<file path="src/rtl/core/u8d_pkg.sv">
package u8d_pkg;

  localparam int unsigned CpW = 21;

  localparam logic [7:0] ContBase  = 8'h80;
  localparam logic [7:0] Lead2Base = 8'hC0;
  localparam logic [7:0] Lead3Base = 8'hE0;
  localparam logic [7:0] Lead4Base = 8'hF0;
  localparam logic [7:0] BadLead   = 8'hF8;
  localparam logic [7:0] ContMask  = 8'hC0;
  localparam logic [7:0] Lead2Mask = 8'h1F;
  localparam logic [7:0] Lead3Mask = 8'h0F;
  localparam logic [7:0] Lead4Mask = 8'h07;
  localparam logic [7:0] PayMask   = 8'h3F;
  localparam logic [CpW-1:0] MapOffset = 21'h00D800;

  typedef struct packed {
    logic [7:0] in_byte;
    logic       last_byte;
  } byte_beat_t;

  typedef struct packed {
    logic [CpW-1:0] code_point;
    logic           point_valid;
    logic           bad_input;
    logic           string_end;
  } point_beat_t;

endpackage

</file>
<file path="src/rtl/core/u8d_if.sv">
interface u8d_byte_if;
  import u8d_pkg::*;
  logic       valid;
  logic       ready;
  logic [7:0] in_byte;
  logic       last_byte;

  modport source (output valid, output in_byte, output last_byte, input ready);
  modport sink   (input valid, input in_byte, input last_byte, output ready);
endinterface

interface u8d_point_if;
  import u8d_pkg::*;
  logic           valid;
  logic           ready;
  logic [CpW-1:0] code_point;
  logic           point_valid;
  logic           bad_input;
  logic           string_end;

  modport source (output valid, output code_point, output point_valid,
                  output bad_input, output string_end, input ready);
  modport sink   (input valid, input code_point, input point_valid,
                  input bad_input, input string_end, output ready);
endinterface

</file>
<file path="src/rtl/core/u8d_decode.sv">
module u8d_decode
  import u8d_pkg::*;
(
  input  logic        clk,
  input  logic        rst,
  input  logic        map_non_symbol,
  input  byte_beat_t  beat,
  input  logic        advance,
  output logic        emit,
  output point_beat_t result
);

  logic [1:0]     bytes_owed;
  logic [CpW-1:0] partial_point;
  logic           error_seen;

  logic [1:0]     bytes_owed_next;
  logic [CpW-1:0] partial_point_next;
  logic           error_seen_next;

  logic [7:0]     b;
  logic           last;
  logic           fail;
  logic           done;
  logic           is_symbol;
  logic [CpW-1:0] cp;
  logic [CpW-1:0] joined;
  logic [1:0]     owed_dec;

  assign b        = beat.in_byte;
  assign last     = beat.last_byte;
  assign joined   = {partial_point[CpW-7:0], b[5:0] & PayMask[5:0]};
  assign owed_dec = bytes_owed - 2'd1;

  always_comb begin
    is_symbol = (b inside {[8'h61:8'h7A], [8'h41:8'h5A], [8'h30:8'h39], 8'h24, 8'h5F});
  end

  always_comb begin
    bytes_owed_next    = bytes_owed;
    partial_point_next = partial_point;
    error_seen_next    = error_seen;
    fail   = 1'b0;
    done   = 1'b0;
    cp     = '0;
    emit   = 1'b0;
    result = '0;

    if (error_seen) begin
      if (last) begin
        error_seen_next    = 1'b0;
        bytes_owed_next    = '0;
        partial_point_next = '0;
        emit               = 1'b1;
        result.string_end  = 1'b1;
      end
    end else begin
      if (bytes_owed == 2'd0) begin
        if (b < ContBase) begin
          cp   = (map_non_symbol && !is_symbol) ? ({13'd0, b} + MapOffset)
                                                : {13'd0, b};
          done = 1'b1;
        end else if (b < Lead2Base) begin
          fail = 1'b1;
        end else if (b < Lead3Base) begin
          partial_point_next = {13'd0, b & Lead2Mask};
          bytes_owed_next    = 2'd1;
        end else if (b < Lead4Base) begin
          partial_point_next = {13'd0, b & Lead3Mask};
          bytes_owed_next    = 2'd2;
        end else if (b < BadLead) begin
          partial_point_next = {13'd0, b & Lead4Mask};
          bytes_owed_next    = 2'd3;
        end else begin
          fail = 1'b1;
        end
        if (!fail && !done && last) begin
          fail = 1'b1;
        end
      end else begin
        if ((b & ContMask) != ContBase) begin
          fail = 1'b1;
        end else begin
          bytes_owed_next = owed_dec;
          if (owed_dec == 2'd0) begin
            cp                 = joined;
            partial_point_next = '0;
            done               = 1'b1;
          end else begin
            partial_point_next = joined;
            if (last) begin
              fail = 1'b1;
            end
          end
        end
      end

      if (fail) begin
        bytes_owed_next    = '0;
        partial_point_next = '0;
        error_seen_next    = !last;
        emit               = 1'b1;
        result.bad_input   = 1'b1;
        result.string_end  = last;
      end else if (done) begin
        if (last) begin
          bytes_owed_next    = '0;
          partial_point_next = '0;
          error_seen_next    = 1'b0;
        end
        emit               = 1'b1;
        result.code_point  = cp;
        result.point_valid = 1'b1;
        result.string_end  = last;
      end
    end
  end

  always_ff @(posedge clk) begin
    if (rst) begin
      bytes_owed    <= '0;
      partial_point <= '0;
      error_seen    <= 1'b0;
    end else if (advance) begin
      bytes_owed    <= bytes_owed_next;
      partial_point <= partial_point_next;
      error_seen    <= error_seen_next;
    end
  end

endmodule

</file>
<file path="src/rtl/core/u8d_out_reg.sv">
module u8d_out_reg
  import u8d_pkg::*;
(
  input  logic        clk,
  input  logic        rst,
  input  logic        load,
  input  point_beat_t data,
  output logic        free,
  u8d_point_if.source points
);

  logic        held_valid;
  point_beat_t held;

  assign free = !held_valid || points.ready;

  always_ff @(posedge clk) begin
    if (rst) begin
      held_valid <= 1'b0;
    end else if (free) begin
      held_valid <= load;
    end
  end

  always_ff @(posedge clk) begin
    if (free && load) begin
      held <= data;
    end
  end

  assign points.valid       = held_valid;
  assign points.code_point  = held.code_point;
  assign points.point_valid = held.point_valid;
  assign points.bad_input   = held.bad_input;
  assign points.string_end  = held.string_end;

endmodule

</file>
<file path="src/rtl/core/utf8_to_codepoint_decoder_top.sv">
// An accepted byte beat passes through the byte register, which feeds the decode logic, and then the result register.
// Throughput: one byte per cycle while the result side keeps up; a byte that
// yields no result moves on even when the output register is full.
// Reset (rst, synchronous): clears decode state, map_non_symbol and all valids.
module utf8_to_codepoint_decoder_top
  import u8d_pkg::*;
(
  input  logic        clk,
  input  logic        rst,
  input  logic        cfg_wr_en,
  input  logic        cfg_wr_data,
  u8d_byte_if.sink    bytes,
  u8d_point_if.source points
);

  logic        map_non_symbol;
  logic        stage_valid;
  byte_beat_t  stage;
  logic        emit;
  logic        out_free;
  logic        advance;
  point_beat_t result;

  assign advance     = stage_valid && (!emit || out_free);
  assign bytes.ready = !stage_valid || advance;

  always_ff @(posedge clk) begin
    if (rst) begin
      map_non_symbol <= 1'b0;
    end else if (cfg_wr_en) begin
      map_non_symbol <= cfg_wr_data;
    end
  end

  always_ff @(posedge clk) begin
    if (rst) begin
      stage_valid <= 1'b0;
    end else if (bytes.ready) begin
      stage_valid <= bytes.valid;
    end
  end

  always_ff @(posedge clk) begin
    if (bytes.ready && bytes.valid) begin
      stage.in_byte   <= bytes.in_byte;
      stage.last_byte <= bytes.last_byte;
    end
  end

  u8d_decode u_decode (
    .clk            (clk),
    .rst            (rst),
    .map_non_symbol (map_non_symbol),
    .beat           (stage),
    .advance        (advance),
    .emit           (emit),
    .result         (result)
  );

  u8d_out_reg u_out_reg (
    .clk    (clk),
    .rst    (rst),
    .load   (advance && emit),
    .data   (result),
    .free   (out_free),
    .points (points)
  );

endmodule

</file>
<file path="src/flat_wrapper.sv">
// flat-port wrapper written by rule: the top's interface ports become plain ports
module utf8_to_codepoint_decoder_top_flat import u8d_pkg::*;
  (clk, rst, cfg_wr_en, cfg_wr_data, bytes_valid, bytes_in_byte, bytes_last_byte, bytes_ready, points_valid, points_code_point, points_point_valid, points_bad_input, points_string_end, points_ready);
  u8d_byte_if bytes_i ();
  u8d_point_if points_i ();
  input  logic clk;
  input  logic rst;
  input  logic cfg_wr_en;
  input  logic cfg_wr_data;
  input wire logic [$bits(bytes_i.valid)-1:0] bytes_valid;
  input wire logic [$bits(bytes_i.in_byte)-1:0] bytes_in_byte;
  input wire logic [$bits(bytes_i.last_byte)-1:0] bytes_last_byte;
  output wire logic [$bits(bytes_i.ready)-1:0] bytes_ready;
  output wire logic [$bits(points_i.valid)-1:0] points_valid;
  output wire logic [$bits(points_i.code_point)-1:0] points_code_point;
  output wire logic [$bits(points_i.point_valid)-1:0] points_point_valid;
  output wire logic [$bits(points_i.bad_input)-1:0] points_bad_input;
  output wire logic [$bits(points_i.string_end)-1:0] points_string_end;
  input wire logic [$bits(points_i.ready)-1:0] points_ready;
  assign bytes_i.valid = bytes_valid;
  assign bytes_i.in_byte = bytes_in_byte;
  assign bytes_i.last_byte = bytes_last_byte;
  assign bytes_ready = bytes_i.ready;
  assign points_valid = points_i.valid;
  assign points_code_point = points_i.code_point;
  assign points_point_valid = points_i.point_valid;
  assign points_bad_input = points_i.bad_input;
  assign points_string_end = points_i.string_end;
  assign points_i.ready = points_ready;
  utf8_to_codepoint_decoder_top u_core (.clk(clk), .rst(rst), .cfg_wr_en(cfg_wr_en), .cfg_wr_data(cfg_wr_data), .bytes(bytes_i), .points(points_i));
endmodule
</file>
<file path="config.mk">
export PLATFORM = sky130hd
export DESIGN_NAME = utf8_to_codepoint_decoder_top_flat
export DESIGN_NICKNAME = d
export VERILOG_FILES = /design/src/rtl/core/u8d_pkg.sv /design/src/rtl/core/u8d_if.sv /design/src/rtl/core/u8d_decode.sv /design/src/rtl/core/u8d_out_reg.sv /design/src/rtl/core/utf8_to_codepoint_decoder_top.sv /design/src/flat_wrapper.sv
export SDC_FILE = /design/constraint.sdc
export NUM_CORES = 1
export LEC_CHECK = 0
export BUFFER_PORTS_ARGS = -buffer_cell sky130_fd_sc_hd__buf_2
export CORE_MARGIN = 2
export CORE_UTILIZATION = 59
export CTS_CLUSTER_SIZE = 28
export DETAILED_ROUTE_END_ITERATION = 7
export GPL_TIMING_DRIVEN = 0
export PLACE_DENSITY = 0.83
export SYNTH_ARGS = -nofsm -noshare
export SYNTH_HDL_FRONTEND = slang
export SYNTH_SLANG_ARGS = --single-unit
</file>
<file path="constraint.sdc">
create_clock -name clk -period 7.25 [get_ports clk]
set_clock_uncertainty 0.15 [all_clocks]
set_input_delay 0 -clock clk [delete_from_list [all_inputs] [get_ports clk]]
set_output_delay 0 -clock clk [all_outputs]
set_load 0.1 [all_outputs]
</file>
== Word level (Yosys, flattened, before mapping) ==
Cells that the tools add are included.

* Input port bits: 15
* Output and inout bits: 26
* Register bits: 60
* Logic and storage cells: 117

* Muxes and demuxes: 61
* Eq/ne operators: 4
* Reduce and logical (&&, ||, !) cells: 26
* Bitwise logic cells: 1
* Magnitude comparators: 11
* $add $sub $neg: 2

{| class="wikitable"
|+ Operators by type and width
! operator !! number
|-
| 2-to-1 mux 21 bit || 16
|-
| less-than comparator 8 bit, second input constant || 5
|-
| 2-to-1 mux 17 bit || 2
|-
| 2-to-1 mux 1 bit || 31
|-
| 2-to-1 mux 2 bit || 12
|-
| adder 8 x 16 -> 17 bit, second input constant || 1
|-
| greater-or-equal comparator 8 x 7 -> 1 bit, second input constant || 2
|-
| less-or-equal comparator 8 x 7 -> 1 bit, second input constant || 2
|-
| logical AND 1 bit || 10
|-
| equality test 8 x 6 -> 1 bit, second input constant || 1
|-
| equality test 8 x 7 -> 1 bit, second input constant || 1
|-
| greater-or-equal comparator 8 x 6 -> 1 bit, second input constant || 1
|-
| less-or-equal comparator 8 x 6 -> 1 bit, second input constant || 1
|-
| logical NOT 1 bit || 7
|-
| nonzero test 5 bit || 1
|-
| logical NOT 2 bit || 2
|-
| logical OR 1 bit || 3
|-
| OR reduction 3 bit || 1
|-
| inequality test 2 x 1 -> 1 bit, second input constant || 1
|-
| inequality test 2 bit, second input constant || 1
|-
| AND reduction 2 bit || 1
|-
| OR reduction 2 bit || 1
|-
| subtractor 2 x 1 -> 2 bit, second input constant || 1
|-
| NOT 1 bit || 1
|}

== Longest topological paths before layout ==
Gate-level depths: netlist of the first run.

* Depth in word-level cells: 21
* Gate-level depth with buffers: 9
* Gate-level depth less buffers: 7

== Modules after synthesis ==
Synthesis of the first run repeated with hierarchy kept, for this count alone.

* Cells, all modules: 214
* Area total of the unflattened synthesis: 2476.1 sq um

{| class="wikitable"
|+ Modules (own cells, without submodules)
! module !! cells each !! area an instance (sq um) !! instances !! sequential area each (sq um)
|-
| u8d_decode || 165 || 1316.3 || 1 || 360.3
|-
| u8d_out_reg || 29 || 775.7 || 1 || 740.7
|-
| utf8_to_codepoint_decoder_top || 20 || 384.1 || 1 || 310.3
|}

== Least setup slack after synthesis of the first run ==
No wires, ideal clock.

* Path type: reg-to-reg
* Start point: register u_core.u_decode.bytes_owed[0]
* End point: register u_core.u_out_reg.held, in the netlist u_core.u_out_reg.points.bad_input (enable)
* Path buffers: 2
* Period minus slack after synthesis: 3324 ps
* Cell stages (with the launch flop): 9
* Arrival time: 2766 ps
* Required time: 6692 ps
* Setup time: 408 ps
* Path slack: 3926 ps
* Cell sequence: dfxtp_1 > inv_1 > ha_1 > buf_2 > nor3b_2 > a21oi_1 > a21oi_4 > buf_6 > nor2b_1

* Longest elaborated chain between the ends: 14
* Elaborated cells between the ends (all ways): 19
* Those cells by class: add/sub (1); mux (11); reduce/logical (7)

{| class="wikitable"
|+ RTL lines
! element !! RTL line !! RTL
|-
| from (decl) || u8d_decode.sv:13 || <nowiki>logic [1:0] bytes_owed;</nowiki>
|-
| from (signal assigned) || u8d_decode.sv:125 || <nowiki>bytes_owed <= bytes_owed_next;</nowiki>
|-
| subtractor 2 x 1 -> 2 bit || u8d_decode.sv:33 || <nowiki>assign owed_dec = bytes_owed - 2'd1;</nowiki>
|-
| logical NOT 2 bit || u8d_decode.sv:85 || <nowiki>if (owed_dec == 2'd0) begin</nowiki>
|-
| 2-to-1 mux 1 bit || u8d_decode.sv:85 ||
|-
| 2-to-1 mux 1 bit || u8d_decode.sv:81 || <nowiki>if ((b & ContMask) != ContBase) begin</nowiki>
|-
| 2-to-1 mux 1 bit || u8d_decode.sv:58 || <nowiki>if (bytes_owed == 2'd0) begin</nowiki>
|-
| 2-to-1 mux 1 bit || u8d_decode.sv:49 || <nowiki>if (error_seen) begin</nowiki>
|-
| 2-to-1 mux 1 bit || u8d_decode.sv:105 || <nowiki>end else if (done) begin</nowiki>
|-
| 2-to-1 mux 1 bit * || u8d_decode.sv:98 || <nowiki>if (fail) begin</nowiki>
|-
| 2-to-1 mux 1 bit * || u8d_decode.sv:49 ||
|-
| logical NOT 1 bit || utf8_to_codepoint_decoder_top.sv:24 || <nowiki>assign advance = stage_valid && (!emit || out_free);</nowiki>
|-
| logical OR 1 bit || utf8_to_codepoint_decoder_top.sv:24 ||
|-
| logical AND 1 bit || utf8_to_codepoint_decoder_top.sv:24 ||
|-
| logical AND 1 bit * || utf8_to_codepoint_decoder_top.sv:63 || <nowiki>.load (advance && emit),</nowiki>
|-
| logical AND 1 bit * || u8d_out_reg.sv:26 || <nowiki>if (free && load) begin</nowiki>
|-
| to (signal assigned) || u8d_out_reg.sv:27 || <nowiki>held <= data;</nowiki>
|-
| to (decl) || u8d_out_reg.sv:13 || <nowiki>point_beat_t held;</nowiki>
|}

Every way passes the cells marked *; elsewhere a longest branch is shown, timed or not. The select of a mux whose other input is x is not followed.
A chain may end at the register's enable or synchronous reset.

== Final worst setup path of the first run ==
* Start point: register u_core.u_decode.bytes_owed[0]
* End point: register u_core.u_out_reg.held, in the netlist u_core.u_out_reg.points.code_point[6] (enable)

Same word-level chain as after synthesis.

==> metrics, run 1 <==
outcome finished clean; YS warnings 0; CTS sink count 54; final period utilization 42.8%; R2R setup slack 4.15 ns; fraction of registers with async set/reset 0%; reg2reg end u_core.u_out_reg.points.code_point[6]; top_reg_cell synth edfxtp_1; largest net degree at the start of global routing 18; post-synthesis instance total 214; I/O pins 41; Total GRT Usage 22.5%; Antenna Cells 0; CTS root buffer clkbuf_8; FMAX 322 MHz; Detailed Route Iter0 Violations 159; actual slew at the worst max-slew pin 0.915 ns; post-DP HPWL 3250 um; PortBufs 39; initial antenna violation count 0; count of cells resized by post-cts repair 0; Setup Crit Path Kind reg -> reg; leakage 1.13 nW; first-pass GRT wire length 7380 um; syn nets 231; Die X 67.7 um; Setup-failing EPs final 0; worst hold path class in -> reg; CP Capture Type flip-flop; Placed Area 2670 sq um; commonest non-fill, non-tap cells in the layout buf_2, edfxtp_1, dfxtp_1; design area 2890 sq um; TritonCTS clock tree yes; worst-path fanout max 17; number of synthesized flops with an enable pin 33; die area 4580 sq um; Avg WL per Cell 14.3 um; Layout area overhead 20.7%; post-synthesis sequential area ratio 59.0%; Min-Delay Path Depth 2; Max-Cap Viols 0; Clock Latency Late Sink 0.31 ns; vias per inst 5.58; H-Tree Depth 2; Slew Viols, Final 0; # nets final 291; CORE AREA 3940 sq um; count of cell types in the netlist 47; WHS Endpoint u_core.u_decode.partial_point[0]; min-delay src rst; r2r worst-path depth 9; CP startpoint kind flip-flop; CTS Buffer Depth 2; Worst-path clk slew 0.09 ns; vias 1814; P per Cell Area 216 nW/um^2; row count 23; critical path arrival 2.97 ns; Antenna Nets Post-Route 0; GRT overflow 0; vias in the first global route 1594; Avg Inst Size Synth 11.2 sq um; fraction of layout cells with a size suffix above 1 22.5%; total CTS buffers 5; die height 67.7 um; Max IR drop VDD 164 uV; RD Place Congestion 0.862; minimum clock period 3.10 ns; RSZ-0062 raised after global routing no; total negative slack 0 ns; initial core utilization 60.7%; commonest non-fill, non-tap cell in the layout buf_2; post-CTS setup buffer count 0; Slew headroom 38.7%; Yosys reg bits 54; drt drc 0; Total Wirelength 4630 um; Reg2Reg Launch Point u_core.u_decode.bytes_owed[0]; Worst Path Required 7.12 ns; Netlist Area Pre-Place 2390 sq um; endpoints failing hold 0; 1st-pass router iterations 4
[flip-flops by register name (all words and copies together), names as in the netlist]
name and flops:
u_core.u_out_reg.points.code_point 21, u_core.u_decode.partial_point 15, u_core.stage 9, u_core.u_decode.bytes_owed 2, u_core.map_non_symbol 1, u_core.stage_valid 1, u_core.u_decode.error_seen 1, u_core.u_out_reg.points.bad_input 1
u_core.u_out_reg.points.point_valid 1, u_core.u_out_reg.points.string_end 1, u_core.u_out_reg.points.valid 1
[area by class of cell]
type	count	area [sq um]
timing repair buffer	53	340
inverter	11	41.3
clock inverter	3	20.0
sequential	54	1410
multi-input combinational	137	876
fill	286	1060
tap	50	62.6
clock buffer	5	68.8
buffer	12	66.3
[where the power goes]
part           switching [mW]  internal, mW
combinational          0.0839        0.0288
sequential            0.00627         0.338
clock                  0.0972        0.0681
total                   0.187         0.435
[worst max-delay path by stage]
stage	startpoint	end	cells after the start	slack [ns]
2_1_floorplan	u_core.u_decode.bytes_owed[0]	u_core.u_out_reg.points.bad_input	8	3.93
3_3_place_gp	u_core.u_decode.bytes_owed[0]	u_core.u_out_reg.points.code_point[12]	8	3.26
3_5_place_dp	u_core.u_decode.bytes_owed[0]	u_core.u_out_reg.points.code_point[12]	9	4.19
4_1_cts	u_core.u_decode.bytes_owed[0]	u_core.u_out_reg.points.bad_input	9	4.18
5_1_grt	u_core.u_decode.bytes_owed[0]	u_core.u_out_reg.points.string_end	9	3.94
6_report	u_core.u_decode.bytes_owed[0]	u_core.u_out_reg.points.code_point[6]	9	4.15
[layer usage]
| layer | up-vias | routed length (um) | GRT usage, % | part of all wire [%] |
|---|---|---|---|---|
| met4 | 0 | 116 | 12.0 | 2.5 |
| met3 | 8 | 268 | 6.00 | 5.8 |
| li1 | 921 | - | - | - |
| met2 | 63 | 2300 | 36.4 | 50 |
| met1 | 822 | 1940 | 27.4 | 42 |
| met5 | - | 0 | 0 | 0 |
[critical path, stage by stage, from the launching register on]
cell	delay [ns]
dfxtp_1	0.36
inv_1	0.07
ha_1	0.21
buf_2	0.17
nor3b_2	0.45
a21oi_1	0.27
a21oi_4	0.28
buf_6	0.18
nor2b_2	0.44
buf_8	0.24
[logic make-up after synthesis]
kind of cell | Yosys count | synth area share [%]
mux | 1 | 0.418
buf+inv | 23 | 4.50
flops | 54 | 59.0
fa+ha+maj | 2 | 1.05
compound gates | 61 | 18.3
simple gates | 73 | 16.7
[timing repair]
item	4_1_cts	5_1_grt
hold endpoints to repair	12	0
endpoints found under the setup margin	0	0
hold buffers	13	0
[cells in the mapped netlist, types with 3 or more instances]
| master | n | area share, % |
|---|---|---|
| nand3_1 | 6 | 1.3 |
| nor2_1 | 7 | 1.1 |
| clkbuf_1 | 6 | 0.94 |
| a22o_1 | 9 | 3.3 |
| a21oi_1 | 15 | 3.1 |
| a31oi_1 | 4 | 1.0 |
| o21ai_0 | 10 | 2.1 |
| o32ai_1 | 4 | 1.5 |
| nor2b_1 | 4 | 1.0 |
| nand2b_1 | 7 | 1.8 |
| and3_1 | 11 | 2.9 |
| inv_1 | 11 | 1.7 |
| dfxtp_1 | 21 | 18 |
| a211oi_2 | 3 | 1.6 |
| edfxtp_1 | 33 | 41 |
| and2_1 | 8 | 2.1 |
| nand2_1 | 19 | 3.0 |
[per-stage QoR]
step,setup slack (ns),hold slack [ns],utilization (%),total power [mW],instances
2_1_floorplan,3.93,-0.0511,-,0.437,214
3_3_place_gp,3.26,0.0260,67.2,0.455,303
3_5_place_dp,4.19,0.0281,67.7,0.458,304
4_1_cts,4.18,0.0178,73.2,0.626,325
5_1_grt,3.94,0.0697,73.2,0.646,325
6_report,4.15,0.0292,73.2,0.623,325
(Power assumes the default switching activity.)
==> run 2: changes to the inputs <==
--- a/config.mk
+++ b/config.mk
@@ -7,11 +7,11 @@
 export LEC_CHECK = 0
 export BUFFER_PORTS_ARGS = -buffer_cell sky130_fd_sc_hd__buf_2
 export CORE_MARGIN = 2
-export CORE_UTILIZATION = 59
+export CORE_UTILIZATION = 55
 export CTS_CLUSTER_SIZE = 28
 export DETAILED_ROUTE_END_ITERATION = 7
 export GPL_TIMING_DRIVEN = 0
-export PLACE_DENSITY = 0.83
+export PLACE_DENSITY = 0.78
 export SYNTH_ARGS = -nofsm -noshare
 export SYNTH_HDL_FRONTEND = slang
 export SYNTH_SLANG_ARGS = --single-unit
==> constraint.sdc (replaced) <==
create_clock -name clk -period 3.1 [get_ports clk]
set_clock_uncertainty 0.15 [all_clocks]
set_input_delay 0 -clock clk [delete_from_list [all_inputs] [get_ports clk]]
set_output_delay 0 -clock clk [all_outputs]
set_load 0.1 [all_outputs]
==> run 2 against run 1 <==
Net effect: critical path depth is 1 lower; maximum frequency is 8.5% higher; die area is 6.8% higher; final cell count stayed put; global-route usage is 2.0 points lower; wire length is 8.0% higher; first-iteration DRC count is 16% lower; sequential cell count stayed put; combinational power is 140% higher; largest power group unchanged.
==> metrics, run 2 (same netlist as run 1, synthesis figures left out) <==
Int Pwr 1.10 mW (+150%); Clock power frac 30.2% (+3.6 points); outcome finished clean; vias in the first global route 1825 (+14%); first-pass GRT wire length 8020 um (+8.7%); design area 2920 sq um (+1.1%); 1st-pass router iterations 5 (+1); combinational group share of total power 17.4% (-0.7 points); Reg2Reg Launch Point u_core.u_decode.bytes_owed[0]; TritonCTS clock tree yes; # nets final 291 (unchanged); initial antenna violation count 0 (unchanged); H-Tree Depth 2 (unchanged); PortBufs 39 (unchanged); net switching fraction of the power 28.5% (-1.6 points); total CTS buffers 5 (unchanged); CORE AREA 4090 sq um (+3.6%); minimum clock period 2.86 ns (-0.244 ns); post-DP HPWL 3320 um (+2.0%); final period utilization 92.2% (+49 points); die height 70.0 um (+3.4%); min-delay src rst; CTS sink count 54 (unchanged); commonest non-fill, non-tap cell in the layout buf_2; initial core utilization 58.5% (-2.1 points); Detailed Route Iter0 Violations 133 (-16%); Total GRT Usage 20.5% (-2.0 points); CTS Buffer Depth 2 (unchanged); Setup Crit Path Kind reg -> reg; Clock Latency Late Sink 0.30 ns (about the same); crit path from u_core.u_decode.bytes_owed[0]; GRT overflow 0 (unchanged); row count 23 (unchanged); actual slew at the worst max-slew pin 0.620 ns (-0.295 ns); Max-Cap Viols 0 (unchanged); CP Capture Type flip-flop; fraction of layout cells with a size suffix above 1 22.9% (+0.36 points); P per Cell Area 527 nW/um^2 (+140%); Total Wirelength 5000 um (+8.0%); Die X 70.0 um (+3.4%); leakage 1.14 nW (+0.92%); Slew Viols, Final 0 (unchanged); RSZ-0062 raised after global routing no; Seq pwr share 52.4% (-2.9 points); CTS root buffer clkbuf_8; Placed Area 2650 sq um (-0.56%); I/O pins 41 (unchanged); worst-path fanout max 12 (-5); RD Place Congestion 0.841 (-2.4%); Worst Path Required 2.93 ns (-4.19 ns); critical path arrival 2.69 ns (-0.28 ns); commonest non-fill, non-tap cells in the layout buf_2, edfxtp_1, dfxtp_1; Antenna Nets Post-Route 0 (unchanged); worst hold path class in -> reg; Max IR drop VDD 273 uV (+66%); drt drc 0 (unchanged); Slew headroom 58.7% (+20 points); FMAX 350 MHz (+8.5%); Placement Setup Slack -0.321 ns (-4.51 ns); vias 1882 (+3.7%); Avg WL per Cell 15.4 um (+8.0%); Layout area overhead 22.0%; die area 4890 sq um (+6.8%); largest net degree at the start of global routing 25 (+7); endpoints failing hold 0 (unchanged); CP startpoint kind flip-flop; post-CTS setup buffer count 0 (unchanged); Setup-failing EPs final 0 (unchanged); Hold WS 0.0517 ns (+0.0225 ns); max FFs per register 21 (unchanged); final setup margin 0.243 ns (-3.91 ns); Antenna Cells 0 (unchanged); net switching power figure 0.439 mW (+130%); vias per inst 5.79 (+3.7%); Worst-path clk slew 0.09 ns (about the same)
==> run 2: changes by cell type in the layout (fill, tap and decap cells not counted) <==
cell       previous run  this run
a31oi_2               0         1
nor2b_4               0         2
bufinv_16             0         1
clkbuf_1              6         7
nor2b_2               1         0
buf_8                 1         0
a31oi_1               4         3
clkinv_1              1         0
inv_6                 1         0
==> run 2: path summary, 6_finish.rpt <==
check / depth (start not counted) / slack (ns) / endpoint
worst max-delay path: 8 / 0.24 / u_core.u_out_reg.points.code_point[2]
worst min-delay path: 2 / 0.05 / u_core.u_decode.partial_point[0]
worst min register to register: 1 / 0.33 / u_core.u_decode.partial_point[10]
worst max register to register: 8 / 0.24 / u_core.u_out_reg.points.code_point[2]
==> run 2: what timing repair did <==
action,in CTS,in global routing
endpoints found under the hold margin,12,0
resized for setup,1,2
pin swaps,0,0
hold buffers,13,0
endpoints found under the setup margin,24,33
gates cloned,0,1
==> run 2: power groups by stage <==
| stage | clock network [mW] | logic (mW) | registers, mW |
|---|---|---|---|
| global route | 0.496 | 0.283 | 0.809 |
| CTS | 0.465 | 0.262 | 0.806 |
| global placement | 0 | 0.243 | 0.822 |
| detailed placement | 0 | 0.246 | 0.823 |
| floorplan | 0 | 0.0915 | 0.930 |
| finish | 0.465 | 0.267 | 0.806 |
==> run 2: layer usage <==
metal | GRT usage (%) | vias up | wire [um]
li1 | - | 916 | -
met1 | 23.1 | 893 | 2070
met2 | 36.8 | 61 | 2590
met3 | 5.05 | 12 | 253
met4 | 8.33 | 0 | 87
met5 | 0 | - | 0
==> run 2: final cells by class <==
type | count | area [sq um]
multi-input combinational | 138 | 901
buffer | 12 | 66.3
clock inverter | 2 | 37.5
timing repair buffer | 52 | 325
tap | 50 | 62.6
fill | 300 | 1170
sequential | 54 | 1410
inverter | 11 | 41.3
clock buffer | 6 | 72.6
==> run 2: through the flow <==
stage / util [%] / instances / power [mW] / TNS [ns]
final: 71.4 / 325 / 1.54 / 0
after global routing: 71.4 / 325 / 1.59 / 0
after CTS: 70.9 / 324 / 1.53 / 0
after detailed placement: 64.9 / 303 / 1.07 / -7.69
after global placement: 64.9 / 303 / 1.07 / -6.23
after floorplan: - / 214 / 1.02 / 0
==> run 2: critical path, stage by stage (launching register included) <==
cell     delay (ns)
dfxtp_1        0.36
inv_1          0.07
ha_1           0.20
buf_2          0.17
nor3b_2        0.45
a21oi_1        0.28
a21oi_4        0.28
buf_6          0.19
nor2b_4        0.38
==> run 3: changes to the inputs <==
==> constraint.sdc (replaced) <==
create_clock -name clk -period 3.1 [get_ports clk]
set_clock_uncertainty 0.15 [all_clocks]
set_input_delay 0.465 -clock clk [delete_from_list [all_inputs] [get_ports clk]]
set_output_delay 0.465 -clock clk [all_outputs]
set_load 0.1 [all_outputs]
==> run 3 against run 2 <==
Net effect: highest routed layer unchanged; maximum frequency fell by 2.0%; largest cell class unchanged; clock power barely moved; largest power group unchanged; count of clock-buffer cells in the layout did not move; sequential power barely moved; final cell count fell by 4.0%; via count fell by 3.4%.
==> metrics, run 3 (same netlist as run 1, synthesis figures left out) <==
worst hold path class in -> reg; CTS root buffer clkbuf_8; CP startpoint kind flip-flop; Placed Area 2650 sq um (unchanged); Setup Crit Path Kind reg -> out; grt peak-use layer met2; CP Capture Type output pin; die height 70.0 um (unchanged); net switching fraction of the power 28.6% (+0.052 points); worst-path fanout max 10 (-2); # nets final 278 (-4.5%); leakage 1.09 nW (-4.3%); vias 1818 (-3.4%); P per Cell Area 547 nW/um^2 (+3.7%); initial core utilization 58.5% (unchanged); most used cell, CP buf_2; post-DP HPWL 3320 um (unchanged); Max IR drop VDD 273 uV (about the same); outcome finished clean; Detailed Route Iter0 Violations 145 (+9.0%); largest net degree at the start of global routing 25 (unchanged); max FFs per register 21 (unchanged); H-Tree Depth 2 (unchanged); Worst-path clk slew 0.09 ns (about the same); dpl cells 303 (unchanged); PortBufs 39 (unchanged); TritonCTS clock tree yes; die area 4890 sq um (unchanged); fin cells 312 (-4.0%); vias in the first global route 1736 (-4.9%); CTS Buffer Depth 2 (unchanged); CP max stage cell buf_2; actual slew at the worst max-slew pin 0.938 ns (+0.319 ns); commonest non-fill, non-tap cell in the layout buf_2; CTS sink count 54 (unchanged); CORE AREA 4090 sq um (unchanged); endpoints failing hold 0 (unchanged); vias per inst 5.83 (+0.62%); CP Cell Sequence inv_1 > ha_1 > buf_2 > nor3b_4 > a21oi_1 > nand3_1 > buf_2; commonest non-fill, non-tap cells in the layout buf_2, edfxtp_1, dfxtp_1; initial antenna violation count 0 (unchanged); Clock Latency Late Sink 0.30 ns (about the same); critical path arrival 2.30 ns (-0.39 ns); Total GRT Usage 19.7% (-0.83 points); delay of the slowest critical-path stage 0.43 ns (-0.02 ns); final period utilization 94.0% (+1.8 points); design area 2790 sq um (-4.5%); fraction of layout cells with a size suffix above 1 23.7% (+0.76 points); RSZ-0062 raised after global routing no; hold buffers post-CTS 0 (-13); drt drc 0 (unchanged); Antenna Cells 0 (unchanged); row count 23 (unchanged); 1st-pass router iterations 4 (-1); Setup-failing EPs final 0 (unchanged); combinational group share of total power 16.6% (-0.8 points); net switching power figure 0.436 mW (-0.74%); GR Util met2 34.8% (-2.0 points); Seq pwr share 52.9% (+0.5 points); minimum clock period 2.91 ns (+0.0570 ns); Clock power frac 30.5% (+0.3 points); FMAX 343 MHz (-2.0%); Avg WL per Cell 15.2 um (-1.3%); Worst Path Required 2.48 ns (-0.45 ns); Die X 70.0 um (unchanged); first-pass GRT wire length 7720 um (-3.8%); Max-Cap Viols 0 (unchanged); Antenna Nets Post-Route 0 (unchanged); Int Pwr 1.09 mW (-0.99%); Slew headroom 37.1% (-22 points); RD Place Congestion 0.841 (unchanged); post-layout util 68.2% (-3.2 points); Total Wirelength 4740 um (-5.3%); Slew Viols, Final 0 (unchanged); met3 Use GR 4.62% (-0.43 points); Layout area overhead 16.5%; total CTS buffers 5 (unchanged); GRT overflow 0 (unchanged); I/O pins 41 (unchanged); met1 usage 22.9% (-0.19 points)
run 3: changes by cell type in the layout (fill, tap and decap cells not counted):
cell / before / now
dlygate4sd3_1: 13 / 0
a31oi_1: 3 / 4
a31oi_2: 1 / 0
nor3b_2: 1 / 0
nor3b_4: 0 / 1
run 3: layout make-up:
type                    count  area [sq um]
plain buffers              12          66.3
clock buffers               6          72.6
clock inverters             2          37.5
fillers                   321          1300
inverters                  11          41.3
multi-input cells         138           901
flip-flops and latches     54          1410
well taps                  50          62.6
repair buffers             39           195
run 3: repair_timing:
item                                    4_1_cts  5_1_grt
gates resized for setup                       1        2
cloned                                        0        1
endpoints found under the setup margin       24       34
hold endpoints to repair                      0        0
setup buffers                                 0        0
run 3: routing by layer:
layer	up-vias	wire length [um]
met5	-	0
met4	0	68
met3	8	253
met2	58	2420
met1	859	1990
li1	893	-
run 3: power by group through the flow:
stage | Clock (mW) | Combinational (mW) | Sequential (mW)
after global routing | 0.496 | 0.269 | 0.810
after global placement | 0 | 0.243 | 0.822
final | 0.465 | 0.253 | 0.806
after detailed placement | 0 | 0.246 | 0.823
after floorplan | 0 | 0.0915 | 0.930
after CTS | 0.465 | 0.249 | 0.806
run 3: critical path, delay by kind of cell (launching register included):
kind | cells | cell delay, ns
buf+inv | 3 | 0.68
simple gates | 2 | 0.51
compound gates | 1 | 0.23
fa+ha+maj | 1 | 0.20
flops | 1 | 0.36
run 3: worst paths after layout:
check / start / to / slack [ns] / cells after the start
hold / removal: bytes_in_byte[7] / u_core.stage[8] / 0.18 / 1
setup / recovery: u_core.u_decode.bytes_owed[0] / bytes_ready / 0.19 / 7
hold reg to reg: u_core.u_decode.partial_point[10] / u_core.u_decode.partial_point[10] / 0.33 / 1
setup reg to reg: u_core.u_decode.bytes_owed[0] / u_core.u_out_reg.points.code_point[2] / 0.38 / 8
run 3: per-stage QoR:
step                setup slack [ns]  power, mW  hold slack (ns)  TNS (ns)
floorplan                      0.222       1.02            0.291         0
global placement              -0.261       1.07            0.302     -6.23
detailed placement            -0.321       1.07            0.313     -7.69
CTS                           0.0360       1.52            0.177         0
global route                 0.00918       1.57            0.169         0
finish                         0.186       1.52            0.178         0
